`src/sv/t4f_pkg.sv`:
```
package t4f_pkg;

    localparam int NODES = 4;
    localparam int SLOT_W = $clog2(NODES);
    localparam int CNT_W = $clog2(NODES + 1);

    // configuration register indexes
    localparam logic [1:0] CFG_LAMBDA = 2'd0;
    localparam logic [1:0] CFG_SHEAR  = 2'd1;

    localparam logic signed [47:0] MAX48 = 48'sh7FFF_FFFF_FFFF;
    localparam logic signed [47:0] MIN48 = 48'sh8000_0000_0000;
    localparam logic signed [31:0] MAX32 = 32'sh7FFF_FFFF;
    localparam logic signed [31:0] MIN32 = 32'sh8000_0000;
    localparam logic signed [49:0] SAT_HI = 50'sh0_7FFF_FFFF_FFFF;
    localparam logic signed [49:0] SAT_LO = 50'sh3_8000_0000_0000;

    // divide by six: halve, then multiply by ceil(2^34/3) and keep bits 34 and up
    localparam logic [32:0] DIV3_RECIP = 33'd5726623062;
    localparam int DIV3_SHIFT = 34;
    // magnitudes at or above 6 * 2^31 saturate the force
    localparam logic [47:0] DIV_LIMIT = 48'd12884901888;

    typedef struct packed {
        logic signed [31:0] grad_x;
        logic signed [31:0] grad_y;
        logic signed [31:0] grad_z;
        logic signed [31:0] disp_x;
        logic signed [31:0] disp_y;
        logic signed [31:0] disp_z;
        logic signed [31:0] jacobian_det;
        logic               last_node;
        logic               contrib;
        logic [SLOT_W-1:0]  slot;
        logic [CNT_W-1:0]   nodes;
    } t_item;

    function automatic logic signed [47:0] sat48(input logic signed [49:0] v);
        logic signed [47:0] r;
        if (v > SAT_HI) begin
            r = MAX48;
        end else if (v < SAT_LO) begin
            r = MIN48;
        end else begin
            r = v[47:0];
        end
        return r;
    endfunction

    function automatic logic signed [47:0] add48(input logic signed [47:0] a,
                                                 input logic signed [47:0] b);
        logic signed [49:0] s;
        s = 50'(a) + 50'(b);
        return sat48(s);
    endfunction

endpackage

```
`src/sv/t4f_front.sv`:
```
module t4f_front (
    input  logic               i_clk,
    input  logic               i_rst_n,
    input  logic               i_valid,
    output logic               o_ready,
    input  logic signed [31:0] i_grad_x,
    input  logic signed [31:0] i_grad_y,
    input  logic signed [31:0] i_grad_z,
    input  logic signed [31:0] i_disp_x,
    input  logic signed [31:0] i_disp_y,
    input  logic signed [31:0] i_disp_z,
    input  logic signed [31:0] i_jacobian_det,
    input  logic               i_last_node,
    output logic               o_push,
    output t4f_pkg::t_item     o_item,
    input  logic               i_full
);
    import t4f_pkg::*;

    logic [CNT_W-1:0] r_cnt;
    logic             contrib;

    // node slot free while fewer than NODES are held
    assign contrib = (r_cnt < CNT_W'(NODES));
    assign o_ready = !i_full;
    assign o_push  = i_valid && !i_full;

    always_comb begin
        o_item.grad_x       = i_grad_x;
        o_item.grad_y       = i_grad_y;
        o_item.grad_z       = i_grad_z;
        o_item.disp_x       = i_disp_x;
        o_item.disp_y       = i_disp_y;
        o_item.disp_z       = i_disp_z;
        o_item.jacobian_det = i_jacobian_det;
        o_item.last_node    = i_last_node;
        o_item.contrib      = contrib;
        o_item.slot         = r_cnt[SLOT_W-1:0];
        o_item.nodes        = contrib ? r_cnt + CNT_W'(1) : r_cnt;
    end

    always_ff @(posedge i_clk) begin
        if (!i_rst_n) begin
            r_cnt <= '0;
        end else if (o_push) begin
            if (i_last_node) begin
                r_cnt <= '0;
            end else if (contrib) begin
                r_cnt <= r_cnt + CNT_W'(1);
            end
        end
    end

endmodule

```
`config.mk`:
```
export PLATFORM = sky130hd
export DESIGN_NAME = t4f_front
export DESIGN_NICKNAME = d
export VERILOG_FILES = /design/src/sv/t4f_pkg.sv /design/src/sv/t4f_front.sv
export SDC_FILE = /design/constraint.sdc
export NUM_CORES = 1
export LEC_CHECK = 0
export BUFFER_PORTS_ARGS = -buffer_cell sky130_fd_sc_hd__buf_2
export CORE_AREA = 5 5 177 179
export DETAILED_ROUTE_END_ITERATION = 8
export DIE_AREA = 0 0 182 184
export HOLD_SLACK_MARGIN = 0.06
export MAX_ROUTING_LAYER = met4
export SYNTH_ARGS = -nofsm -noshare
export SYNTH_HDL_FRONTEND = slang
export SYNTH_SLANG_ARGS = --single-unit
```
`constraint.sdc`:
```
create_clock -name i_clk -period 1.1 [get_ports i_clk]
set_input_delay 0.11 -clock i_clk [delete_from_list [all_inputs] [get_ports i_clk]]
set_output_delay 0.11 -clock i_clk [all_outputs]
set_load 0.02 [all_outputs]
```
Yosys cells after proc, flatten, opt, wreduce, memory -nomap -nowiden. Index checks and enable logic that the tools add are counted.

Bits in registers: 3. Input bits: 229. Logic and storage cells: 7.

Mux-type cells: 2. Reductions and logical operators: 2. Magnitude comparators: 1. Add/sub/neg operators: 1.

Operators by type and width (number): two-way mux 3 bit (2); adder 3 x 1 -> 3 bit, second input constant (1); < comparator 3 bit, second input constant (1); logical AND 1 bit (1); zero test 1 bit (1).

Logic depth before layout (Yosys ltp).
Word-level depth: 3. Mapped depth: 4. Mapped depth without buffers: 4.

Least setup slack after synthesis. No wires, ideal clock.

Kind: register to register. From: register r_cnt[0]. To: register r_cnt[1]. Data arrival time: 1.082 ns. Setup time: 0.125 ns. Stages on the path, launching flop included: 5. Required time: 0.975 ns. Path slack: -0.108 ns. Cell sequence: dfxtp_1 > ha_1 > mux2_4 > nand4b_1 > o21ai_0.

RTL lines: start: declaration (RTL line t4f_front.sv:20) `logic [CNT_W-1:0] r_cnt;`; start signal: assignment (RTL line t4f_front.sv:49) `r_cnt <= r_cnt + CNT_W'(1);`.

==> results_dict.tcl <==
set metrics [dict create \
    status "complete, but fails checks" \
    violations "setup timing" \
    dpl.cell_count 427 \
    synthCells 249 \
    finalWeightedCongestion 0.6649 \
    fp-row-count 63 \
    regMostFlops "r_cnt" \
    arrival_ns 1.19 \
    synth_flop_cell "dfxtp_1" \
    synth_xor_area_share_pct 0.4630 \
    min-delay-start "i_last_node" \
    vias_per_cell 1.477 \
    fmax_ghz 0.7674 \
    core_region_area_sq_um 29400 \
    root_buffer "clkbuf_16" \
    worstReg2RegStart "r_cnt[1]" \
    synth_nets 479 \
    p_per_area_nw_per_um2 851.3 \
    grt_overflow_total 0 \
    fillers 3499 \
    yosysMostFrequentCell "buf_4" \
    crit_required_ns 0.99 \
    wl_mm 6.937 \
    port_buffers 13 \
    floorplan.initialDensity_pct 6.434 \
    initialDrtViolationCount 13 \
    ys_seq_area_share_pct 3.175 \
    grt_pass1_vias 720 \
    layout_min_cycle_time_ns 1.303 \
    final.setup_skew_ns 0.0007447 \
    ctsHoldBuffers 0 \
    synthTopCellsByCount "buf_4 (228), dfxtp_1 (3), inv_1 (3)" \
    tritoncts "built" \
    ctsHtreeMaxLevel 1 \
    rsz0062_at_grt "true" \
    drive_above_1_share_pct 68.18 \
    slowest_stage "dfxtp_2" \
    reg.largest.list "r_cnt x3" \
    critical_path.startpoint_type "register" \
    diodes 0 \
    synth_compound_area_share_pct 1.653 \
    tightest_slew_ns 0.3090 \
    dr.pass1.iters 4 \
    hold_path_class "in -> reg" \
    drc 0 \
    finalNetCount 275 \
    die-area_sq_um 33490 \
    clk_pin_slew_ns 0.03 \
    post_drt_wl_per_cell_um 15.98 \
    avgSynthCellArea_sq_um 7.598 \
    synth_edf_count 0 \
    placed_area_sq_um 760.7 \
    end_kind "primary output" \
    irDropWorstVdd_mv 0.2951 \
    clockBufferDepth 2 \
    finalHoldViolCount 0 \
    leakagePower_nw 0.2145 \
    syn_to_final_growth_pct -51.65 \
    die_y_um 184 \
    synth_top_area_cell "buf_4" \
    yosysWarnings 0 \
    vias 641 \
    crit_path_max_fanout 2 \
    pin_count 462 \
    stdcell_count 434 \
    worstPathCellList "ha_4 -> mux2_4 -> buf_6" \
    fin_crit_sh_pct 118.5 \
    cp-startpoint "r_cnt[1]" \
    numCtsBuffers 3 \
    yosys_register_bits 3 \
    grt_pass1_wl_mm 7.810 \
    synth_adder_area_share_pct 0.6614 \
    design_area_sq_um 914.6 \
    maxCapViolCount 0 \
    die_w_um 182 \
    synthMuxAreaShare_pct 0.7937 \
    grt_max_degree 7 \
    antenna_left 0 \
    synthSimpleGateAreaFrac_pct 1.918 \
    yosysUniqueCellTypes 17 \
    worstSkewPairLatency_ns 0.22 \
    cp_slowest_stage_delay_ns 0.32 \
    finalSetupViolations 4 \
    setup_ws_ns -0.2031 \
    synth_async_sr_flop_share_pct 0 \
    syn_area_sq_um 1892 \
    largest_register_ffs 3 \
    slew_headroom_pct 79.37 \
    power_w 0.0007786 \
    synth_top_family_by_area "buffers and inverters" \
    antenna_found_initial 0 \
    critical_path_class "reg -> out" \
    grt_util_all_layers_pct 3.812 \
    maxSlewViolCount 0 \
    yosys.area.top_type_share_pct 90.48 \
    ys_top_cells_by_area "buf_4 (90%), dfxtp_1 (3.2%), mux2_4 (0.79%)" \
    cts_sinks 3 \
]
-- layout make-up --
type / count / area, sq um / share of cell area, %
sequential: 3 / 65.06 / 7.114
clock buffer: 4 / 78.83 / 8.618
multi-input combinational: 14 / 131.4 / 14.36
tap: 390 / 488.0 / 53.35
inverter: 3 / 11.26 / 1.231
timing repair buffer: 20 / 140.1 / 15.32
-- report_power, final --
| group | switching (W) | leakage (nW) | internal, W |
|---|---|---|---|
| combinational | 0.0000441 | 0.151 | 0.0000420 |
| sequential | 0.00000263 | 0.0255 | 0.000111 |
| clock | 0.000101 | 0.0382 | 0.000478 |
| total | 0.000147 | 0.214 | 0.000631 |
-- metrics by stage --
stage,util (%),setup TNS [ns],setup WS [ns],hold WS (ns)
final,3.111,-0.4316,-0.2031,0.1462
after floorplan,-,-0.05649,-0.05649,0.2011
after detailed placement,2.587,-0.08540,-0.04796,0.2201
after global routing,3.111,-0.6008,-0.2303,0.1447
after global placement,2.587,-0.008082,-0.007846,0.2201
after CTS,3.021,-0.2740,-0.1966,0.1304
-- cells in the final DEF (no fill, tap or decap) --
cell | netlist | routed
dfxtp_1 | 3 | 1
ha_4 | 0 | 1
a21oi_1 | 1 | 1
dfxtp_2 | 0 | 1
clkbuf_16 | 0 | 3
buf_4 | 228 | 6
nand2_1 | 1 | 1
nor2b_1 | 1 | 1
buf_2 | 1 | 10
a31o_1 | 1 | 1
mux2_4 | 1 | 1
a211oi_1 | 1 | 1
o21ai_1 | 0 | 1
inv_1 | 3 | 3
nor3_2 | 0 | 1
buf_6 | 0 | 4
xnor2_2 | 0 | 1
or2_4 | 0 | 1
clkbuf_1 | 0 | 1
o21ai_0 | 2 | 1
nand4b_1 | 1 | 1
and3_1 | 1 | 1
dfxtp_4 | 0 | 1
-- critical path: cells and delay by family (launching register included) --
| family | cells | cell delay (ns) |
|---|---|---|
| DFF | 1 | 0.32 |
| adders and majority gates | 1 | 0.24 |
| buffers and inverters | 1 | 0.13 |
| muxes | 1 | 0.28 |
-- repair_timing --
item / 4_1_cts / 5_1_grt
resized for setup: 9 / 3
setup endpoints to repair: 4 / 4
hold endpoints to repair: 0 / 0
pin swaps: 1 / 2
setup buffers: 1 / 2
-- kinds of logic after synthesis --
family          count (synthesis)
buf+inv                       232
fa+ha+maj                       1
xor+xnor                        1
mux                             1
compound gates                  5
flops                           3
simple gates                    6
-- per-layer routing --
metal  global-route usage, %  share of wire (%)  up-vias
met5                       -                  0        -
met4                   6.244                 17        0
met3                   4.828                 30      115
met2                   4.714                 39      208
met1                   1.520                 14      201
li1                        -                  -      117
-- path summary, 6_finish.rpt --
kind	to	slack, ns	depth (start not counted)
min	r_cnt[2]	0.15	2
max reg2reg	r_cnt[1]	-0.01	4
max	o_item[1]	-0.20	3
min reg2reg	r_cnt[1]	0.60	3
No activity file was read; power rests on OpenSTA's default activity.
