File: config.mk
export PLATFORM = sky130hd
export DESIGN_NAME = t4f_queue
export DESIGN_NICKNAME = d
export VERILOG_FILES = /design/src/sv/t4f_pkg.sv /design/src/sv/t4f_queue.sv
export SDC_FILE = /design/constraint.sdc
export NUM_CORES = 1
export LEC_CHECK = 0
export CAP_MARGIN = 20
export CELL_PAD_IN_SITES_DETAIL_PLACEMENT = 0
export CELL_PAD_IN_SITES_GLOBAL_PLACEMENT = 1
export CORE_AREA = 2 2 196 198
export DETAILED_ROUTE_END_ITERATION = 7
export DIE_AREA = 0 0 198 200
export DONT_BUFFER_PORTS = 1
export PLACE_DENSITY_LB_ADDON = 0.1
export SYNTH_ARGS = -nofsm -noshare
export SYNTH_HDL_FRONTEND = slang
export SYNTH_SLANG_ARGS = --single-unit
File: constraint.sdc
create_clock -name i_clk -period 12.8 [get_ports i_clk]
set_clock_uncertainty 0.1 [all_clocks]
set_input_delay 1.28 -clock i_clk [delete_from_list [all_inputs] [get_ports i_clk]]
set_output_delay 1.28 -clock i_clk [all_outputs]
set_load 0.01 [all_outputs]
File: src/sv/t4f_pkg.sv
package t4f_pkg;

    localparam int NODES = 4;
    localparam int SLOT_W = $clog2(NODES);
    localparam int CNT_W = $clog2(NODES + 1);

    // configuration register indexes
    localparam logic [1:0] CFG_LAMBDA = 2'd0;
    localparam logic [1:0] CFG_SHEAR  = 2'd1;

    localparam logic signed [47:0] MAX48 = 48'sh7FFF_FFFF_FFFF;
    localparam logic signed [47:0] MIN48 = 48'sh8000_0000_0000;
    localparam logic signed [31:0] MAX32 = 32'sh7FFF_FFFF;
    localparam logic signed [31:0] MIN32 = 32'sh8000_0000;
    localparam logic signed [49:0] SAT_HI = 50'sh0_7FFF_FFFF_FFFF;
    localparam logic signed [49:0] SAT_LO = 50'sh3_8000_0000_0000;

    // divide by six: halve, then multiply by ceil(2^34/3) and keep bits 34 and up
    localparam logic [32:0] DIV3_RECIP = 33'd5726623062;
    localparam int DIV3_SHIFT = 34;
    // magnitudes at or above 6 * 2^31 saturate the force
    localparam logic [47:0] DIV_LIMIT = 48'd12884901888;

    typedef struct packed {
        logic signed [31:0] grad_x;
        logic signed [31:0] grad_y;
        logic signed [31:0] grad_z;
        logic signed [31:0] disp_x;
        logic signed [31:0] disp_y;
        logic signed [31:0] disp_z;
        logic signed [31:0] jacobian_det;
        logic               last_node;
        logic               contrib;
        logic [SLOT_W-1:0]  slot;
        logic [CNT_W-1:0]   nodes;
    } t_item;

    function automatic logic signed [47:0] sat48(input logic signed [49:0] v);
        logic signed [47:0] r;
        if (v > SAT_HI) begin
            r = MAX48;
        end else if (v < SAT_LO) begin
            r = MIN48;
        end else begin
            r = v[47:0];
        end
        return r;
    endfunction

    function automatic logic signed [47:0] add48(input logic signed [47:0] a,
                                                 input logic signed [47:0] b);
        logic signed [49:0] s;
        s = 50'(a) + 50'(b);
        return sat48(s);
    endfunction

endpackage

File: src/sv/t4f_queue.sv
module t4f_queue (
    input  logic            i_clk,
    input  logic            i_rst_n,
    input  logic            i_push,
    input  t4f_pkg::t_item  i_item,
    output logic            o_full,
    output logic            o_valid,
    output t4f_pkg::t_item  o_item,
    input  logic            i_pop
);
    import t4f_pkg::*;

    t_item       r_mem [2];
    logic        r_wp;
    logic        r_rp;
    logic [1:0]  r_cnt;

    assign o_full  = (r_cnt == 2'd2);
    assign o_valid = (r_cnt != 2'd0);
    assign o_item  = r_mem[r_rp];

    always_ff @(posedge i_clk) begin
        if (i_push) begin
            r_mem[r_wp] <= i_item;
        end
        if (!i_rst_n) begin
            r_wp  <= 1'b0;
            r_rp  <= 1'b0;
            r_cnt <= 2'd0;
        end else begin
            if (i_push) begin
                r_wp <= ~r_wp;
            end
            if (i_pop) begin
                r_rp <= ~r_rp;
            end
            if (i_push && !i_pop) begin
                r_cnt <= r_cnt + 2'd1;
            end else if (!i_push && i_pop) begin
                r_cnt <= r_cnt - 2'd1;
            end
        end
    end

endmodule

# --- Word level (Yosys, flattened, before mapping) ---
# Memory sizes are Yosys's and may differ from the RTL's. A register that Yosys moved wholly into a read port is not among the register bits.
# Cells that the tools add are included.
word_totals:
  n_memories: 1
  reg_bits: 4
  latchBits: 0
  in_bits: 235
  out_inout_bits: 233
  mem_bits_ro: 0
  wordCells: 21
  ram_bits: 462
classes:
  n_eq_ne: 1
  n_reduce_logical: 6
  n_div: 0
  muxes: 6
  addsub: 2
  n_mul: 0
  shifts: 0
  n_lt_le_gt_ge: 0
  n_bitwise: 2
mem_list:
  columns: ["memory", "words", "width", "rd", "rd_clocked_by_memory_dff", "wr", "line_no", "rtl"]
  rows:
  - ["r_mem", 2, 231, 1, 1, 1, "t4f_queue.sv:13", "t_item r_mem [2];"]
op_table:
  columns: ["cell", "n"]
  rows:
  - ["$mux W1", 4]
  - ["$mux W2", 2]
  - ["$reduce_bool A2 Y1", 2]
  - ["$add A2 B1 Y2 const B", 1]
  - ["$eq A2 B2 Y1 const B", 1]
  - ["$logic_and A1 B1 Y1", 2]
  - ["$logic_not A1 Y1", 2]
  - ["$not A1 Y1", 2]
  - ["$sub A2 B1 Y2 const B", 1]

# --- Logic depth before layout (Yosys ltp) ---
# Gate-level depths: netlist of run 1.
logic_depth:
  ltp_word: 4
  depth_mapped: 5
  depth_no_buf: 5

# --- Worst setup path after synthesis of run 1 ---
# OpenSTA, ideal clock, no wires.
synth_timing:
  path_type: "input to register"
  from: "input port i_push"
  to: "register r_wp"
  setup_ns: 0.105
  n_path_buf: 0
  stages: 2
  setup_slack_ns: 0.555
  t_required_ns: 12.595
  t_arrival_ns: 12.040
  cell_sequence: "nor2b_1 -> o21a_1"
synth_rtl:
  columns: ["item", "line_no", "rtl"]
  rows:
  - ["start: declaration", "t4f_queue.sv:4", "input logic i_push,"]
  - ["end signal: assignment", "t4f_queue.sv:32", "r_wp <= ~r_wp;"]
  - ["end: declaration", "t4f_queue.sv:14", "logic r_wp;"]

==> results.py, run 1 <==
metrics = {
    "global_route": {
        "first_global_vias": 7269,
        "grt_max_degree": 133,
        "grt_pass1_wl_um": 48180,
        "grt_overflow": 0,
        "grt.total_usage_pct": 16.97,
        "antenna_found_initial": 1,
    },
    "synthesis": {
        "yosys.area.top_type": "edfxtp_1",
        "seq_area_frac_synth_pct": 78.85,
        "syn_area_um2": 17720,
        "synthesis.nets": 977,
        "synth_top_area_share_pct": 78.29,
        "synth-edff-count": 462,
        "ys_ff_latch": 467,
        "yosys-top-cells-count": "edfxtp_1 (462), mux2_4 (190), mux2_2 (41), buf_6 (11), buf_8 (10)",
        "synthCells": 741,
        "ys_warn_count": 0,
        "synth.most_common_cell": "edfxtp_1",
        "synth_area_leaders": "edfxtp_1 (78%), mux2_4 (16%), mux2_2 (2.6%)",
        "syn_area_per_cell_um2": 23.91,
        "synth_cell_types": 19,
        "async_flop_share_pct": 0,
        "synth_top_flop_cell": "edfxtp_1",
    },
    "route": {
        "post_drt_wl_per_cell_um": 26.44,
        "wirelength_um": 34980,
        "postRouteAntennaNets": 0,
        "viasPerCell": 5.175,
        "drtIter0Drc": 352,
        "drc_errors": 0,
        "drt_first_pass_iters": 4,
        "via_count": 6846,
    },
    "floorplan": {
        "rows": 71,
        "dieWidth_um": 198,
        "initial_core_util_pct": 47.38,
        "io_pins": 468,
        "dieArea_um2": 39600,
        "design.core.area_um2": 37400,
        "die_y_um": 200,
    },
    "setup_path": {
        "cp_data_arrival_time_ns": 2.81,
        "slowest_delay_ns": 0.90,
        "critPathSlowestCell": "buf_4",
        "critPathBufInv": 1,
        "path_cells": "buf_4, mux2_4",
        "crit_path_start_kind": "flop",
        "path_max_fanout": 61,
        "crit_family": "buffers and inverters",
        "cp.required_ns": 11.42,
        "cp-end-kind": "output port",
        "crit_type": "flop to output port",
        "rr_startpoint": "r_wp",
    },
    "final_layout": {
        "final_cells": 1323,
        "nFillCells": 2889,
        "area_delta_synth_final_pct": 10.90,
        "drive_above_1_share_pct": 38.61,
        "fin_nets": 1010,
        "final_core_utilization_pct": 52.55,
    },
    "placed_design": {
        "dp.final_hpwl_um": 24190,
        "io_buffers": 0,
        "placed_cells": 1233,
        "finalWeightedCongestion": 0.8211,
    },
    "timing": {
        "slew_viol_final": 0,
        "timing.final.crit_share_pct": 32.74,
        "tns_ns": 0,
        "maxClockFrequency_mhz": 238.6,
        "relSlewSlack_pct": 26.73,
        "worst_pin_slew_ns": 1.099,
        "finalCriticalPeriod_ns": 4.191,
        "hold_viol": 0,
        "setup_viol": 0,
        "rsz0062_at_grt": "no",
        "timing.hold.ws_ns": 0.4106,
    },
    "clock_tree": {
        "clock_path_buffers": 3,
        "htree_levels": 2,
        "clkLatencyLatePin_ns": 0.56,
        "cts_root_buf": "clkbuf_16",
        "cts_buffers": 47,
        "hold_buffers": 0,
        "path_clk_slew_ns": 0.06,
        "cts_tree": "yes",
        "cts_setup_buffers": 0,
        "cts.sinks": 467,
        "cts_resized": 0,
    },
    "min_path": {
        "min-delay-start": "r_cnt[1]",
        "holdCritPathClass": "flop to flop",
    },
    "outcome": {
        "status": "complete, no violations",
    },
    "power_and_ir_drop": {
        "p_leak_nw": 6.802,
        "power_density_nw_per_um2": 170.4,
        "vdd_drop_max_v": 0.0001241,
    },
    "job": {
        "cap_violations": 0,
    },
}
[through the flow]
| step | worst slack [ns] | cell area [um^2] | power (mW) |
|---|---|---|---|
| 2_1_floorplan | 0.5546 | 17720 | 2.087 |
| 3_3_place_gp | 9.008 | 18120 | 2.107 |
| 3_5_place_dp | 8.957 | 18120 | 2.115 |
| 4_1_cts | 8.524 | 19560 | 3.393 |
| 5_1_grt | 8.423 | 19640 | 3.472 |
| 6_report | 8.609 | 19650 | 3.348 |
[placed cells by master (no fill, tap or decap), types with 3 or more instances in the layout]
cell type / count
mux2_4: 190
clkbuf_16: 49
buf_16: 3
buf_4: 6
clkbuf_1: 7
and2_1: 3
diode_2: 4
clkinv_1: 9
dfxtp_1: 4
edfxtp_1: 462
mux2_2: 41
clkinv_2: 13
[final timing paths]
check	to	slack [ns]	cells after the start
hold / removal	r_cnt[1]	0.41	2
setup reg to reg	r_mem[0][145]	10.01	3
hold reg to reg	r_cnt[1]	0.41	2
setup / recovery	o_item[62]	8.61	2
[registers in the layout, indices dropped and copies added, names as in the netlist, named ones only]
register,cells
r_cnt,2
r_mem,462
r_rp,1
r_wp,1
[routing by layer]
metal | vias up | share of wire, % | GRT usage, %
met5 | - | 0 | 0
met4 | 0 | 3.6 | 7.547
met3 | 65 | 12 | 9.375
met2 | 336 | 51 | 28.96
met1 | 3419 | 33 | 17.05
li1 | 3026 | - | -
[cell families after synthesis]
logic type / synth area share [%]
simple gates: 0.3178
fa+ha+maj: 0.07060
flops: 78.85
compound gates: 0.1130
buf+inv: 1.793
mux: 18.70
xor+xnor: 0.1483
[layout make-up]
cell class	instances	area, um^2	share of cell area (%)
Antenna cell	4	10.01	0.05093
Clock buffer	56	1252	6.373
Clock inverter	27	182.7	0.9295
Inverter	1	3.754	0.01910
Multi-Input combinational cell	247	3440	17.50
Sequential cell	467	13980	71.12
Tap cell	511	639.4	3.253
Timing Repair Buffer	10	147.6	0.7513
[worst min-delay path: cells and delay by family (launching register included)]
family,cells,cell delay (ns)
DFF,1,0.32
AOI/OAI and AO/OA,2,0.15
[power by group]
part / internal [mW] / switching (mW)
Combinational: 0.128 / 0.153
Clock: 0.735 / 0.534
Sequential: 1.77 / 0.0268
No activity file was read; power rests on OpenSTA's default activity.
==> run 2: changes to the inputs <==
Settings changed: ABC_AREA from default to 1, CORE_AREA 2 2 196 198 to 2 2 185 187, DIE_AREA 0 0 198 200 to 0 0 187 189.
Clock period 12.8 ns to 4.2 ns, I/O delays scaled along.
==> results.py, run 2 <==
metrics = {
    "outcome": {
        "status": "complete, no violations",
    },
    "floorplan": {
        "design.core.area_um2": 33280,
        "dieArea_um2": 35340,
        "io_pins": 468,
        "initial_core_util_pct": 53.27,
        "die_y_um": 189,
        "rows": 67,
        "dieWidth_um": 187,
    },
    "timing": {
        "worst_pin_slew_ns": 0.9885,
        "setup_viol": 0,
        "rsz0062_at_grt": "no",
        "hold_viol": 0,
        "slew_viol_final": 0,
        "maxClockFrequency_mhz": 362.3,
        "relSlewSlack_pct": 33.96,
        "finalCriticalPeriod_ns": 2.760,
        "finalWorstSetupSlack_ns": 1.440,
        "timing.final.crit_share_pct": 65.71,
    },
    "route": {
        "route.met3.wl_um": 3266,
        "drc_errors": 0,
        "viasPerCell": 5.284,
        "wl_met1_um": 13270,
        "postRouteAntennaNets": 0,
        "post_drt_wl_per_cell_um": 24.31,
        "highest-signal-layer": "met4",
        "wirelength_um": 36660,
        "met2_length_um": 18820,
        "drtIter0Drc": 501,
        "drt_first_pass_iters": 4,
        "via_count": 7969,
    },
    "synthesis": {
        "synth_top_flop_cell": "edfxtp_1",
        "async_flop_share_pct": 0,
        "yosys-top-cells-count": "edfxtp_1 (462), mux2_4 (190), mux2_2 (41), buf_6 (11), buf_8 (10)",
        "ys_ff_latch": 467,
        "synthCells": 754,
        "syn_area_um2": 17730,
        "synth_area_leaders": "edfxtp_1 (78%), mux2_4 (16%), mux2_2 (2.6%)",
        "synth_cell_types": 16,
        "ys_warn_count": 0,
        "synth.most_common_cell": "edfxtp_1",
        "synth-edff-count": 462,
        "synthesis.nets": 990,
        "seq_area_frac_synth_pct": 78.81,
        "yosys.area.top_type": "edfxtp_1",
        "syn_area_per_cell_um2": 23.51,
        "synth_top_area_share_pct": 78.25,
    },
    "placed_design": {
        "dp.final_hpwl_um": 24950,
        "finalWeightedCongestion": 0.8047,
        "dpl-instance-area_um2": 18230,
        "dpl_worst_slack_ns": 1.916,
        "io_buffers": 0,
    },
    "power_and_ir_drop": {
        "vdd_drop_max_v": 0.0002740,
        "p_leak_nw": 7.842,
        "power_density_nw_per_um2": 467.5,
    },
    "global_route": {
        "grt_pass1_wl_um": 53680,
        "first_global_vias": 8661,
        "grt.total_usage_pct": 20.16,
        "grt_overflow": 0,
        "antenna_found_initial": 3,
        "grt_max_degree": 123,
    },
    "clock_tree": {
        "hold_buffers": 236,
        "htree_levels": 2,
        "clock_path_buffers": 3,
        "cts_tree": "yes",
        "cts_root_buf": "clkbuf_16",
        "cts_buffers": 47,
        "clkLatencyLatePin_ns": 0.53,
        "cts.sinks": 467,
        "path_clk_slew_ns": 0.06,
        "cts_resized": 0,
        "cts_setup_buffers": 0,
    },
    "final_layout": {
        "drive_above_1_share_pct": 29.23,
        "largest_register": "r_mem",
        "nFillCells": 2168,
        "postLayoutCellArea_um2": 22000,
        "layout_common_cells": "edfxtp_1 (462), dlygate4sd3_1 (236), mux2_4 (190)",
        "ff_latch_area_um2": 13980,
        "reg_top3": "r_mem (462), r_cnt (2)",
        "final_common_cell": "edfxtp_1",
        "area_delta_synth_final_pct": 24.11,
        "fin_nets": 1264,
        "largest_register_ff_count": 462,
        "multiInputGateArea_um2": 3436,
    },
    "job": {
        "cap_violations": 0,
    },
    "min_path": {
        "holdCritPathClass": "input port to flop",
    },
    "setup_path": {
        "critPathSlowestCell": "dfxtp_4",
        "path_max_fanout": 33,
        "slowest_delay_ns": 0.72,
        "crit_path_start_kind": "flop",
        "cp_data_arrival_time_ns": 2.24,
        "crit_type": "flop to output port",
        "crit_family": "flip-flops",
        "cp-end-kind": "output port",
        "cp.required_ns": 3.68,
        "critPathBufInv": 1,
        "path_cells": "buf_4, mux2_2",
    },
}
run 2: cell count changes after synthesis, moves of 2 or more:
cell | before | now
and2_1 | 4 | 0
nor2b_1 | 3 | 0
nor2_1 | 0 | 8
xor2_1 | 2 | 0
inv_1 | 1 | 8
nand2_1 | 0 | 9
run 2: cells by family after synthesis:
| group | count (synthesis) | synth area share (%) |
|---|---|---|
| muxes | 231 | 18.69 |
| DFF | 467 | 78.81 |
| buffers and inverters | 34 | 1.941 |
| and+or+nand+nor | 19 | 0.4234 |
| AOI/OAI and AO/OA | 2 | 0.05640 |
| adders and majority gates | 1 | 0.07056 |
run 2: final timing paths:
kind,from,endpoint,slack (ns),cells after the start
max reg2reg,r_wp,r_mem[1][44],1.97,3
min,i_push,r_cnt[0],0.05,2
max,flop,o_item[14],1.44,2
min reg2reg,r_rp,r_rp,0.40,2
run 2: metal layers:
layer  up-vias  GRT usage (%)
met3        79          7.229
li1       3529              -
met1      3984          22.53
met5         -              0
met2       377          35.27
met4         0          8.059
run 2: area by class of cell:
class,count,share of cell area (%)
sequential,467,63.52
multi-input combinational,253,15.61
timing repair buffer,251,11.70
clock buffer,56,5.692
tap,448,2.547
clock inverter,22,0.6823
inverter,8,0.2104
antenna,3,0.03412
run 2: where the power goes:
part	leakage (nW)	switching (mW)	total [mW]	internal, mW
clock	0.690	1.59	3.81	2.22
sequential	4.38	0.0759	5.48	5.40
combinational	2.77	0.510	0.993	0.483
total	7.84	2.18	10.3	8.11
run 2: through the flow:
stage | util (%) | hold slack, ns | power (mW) | std cells | TNS [ns]
5_1_grt | 66.12 | 0.04050 | 10.63 | 1508 | 0
2_1_floorplan | - | 0.3635 | 6.224 | 754 | -84.83
6_report | 66.12 | 0.04781 | 10.29 | 1508 | 0
3_5_place_dp | 54.78 | 0.3863 | 6.360 | 1191 | 0
3_3_place_gp | 54.78 | 0.3810 | 6.333 | 1191 | 0
4_1_cts | 66.10 | 0.02251 | 10.39 | 1505 | 0
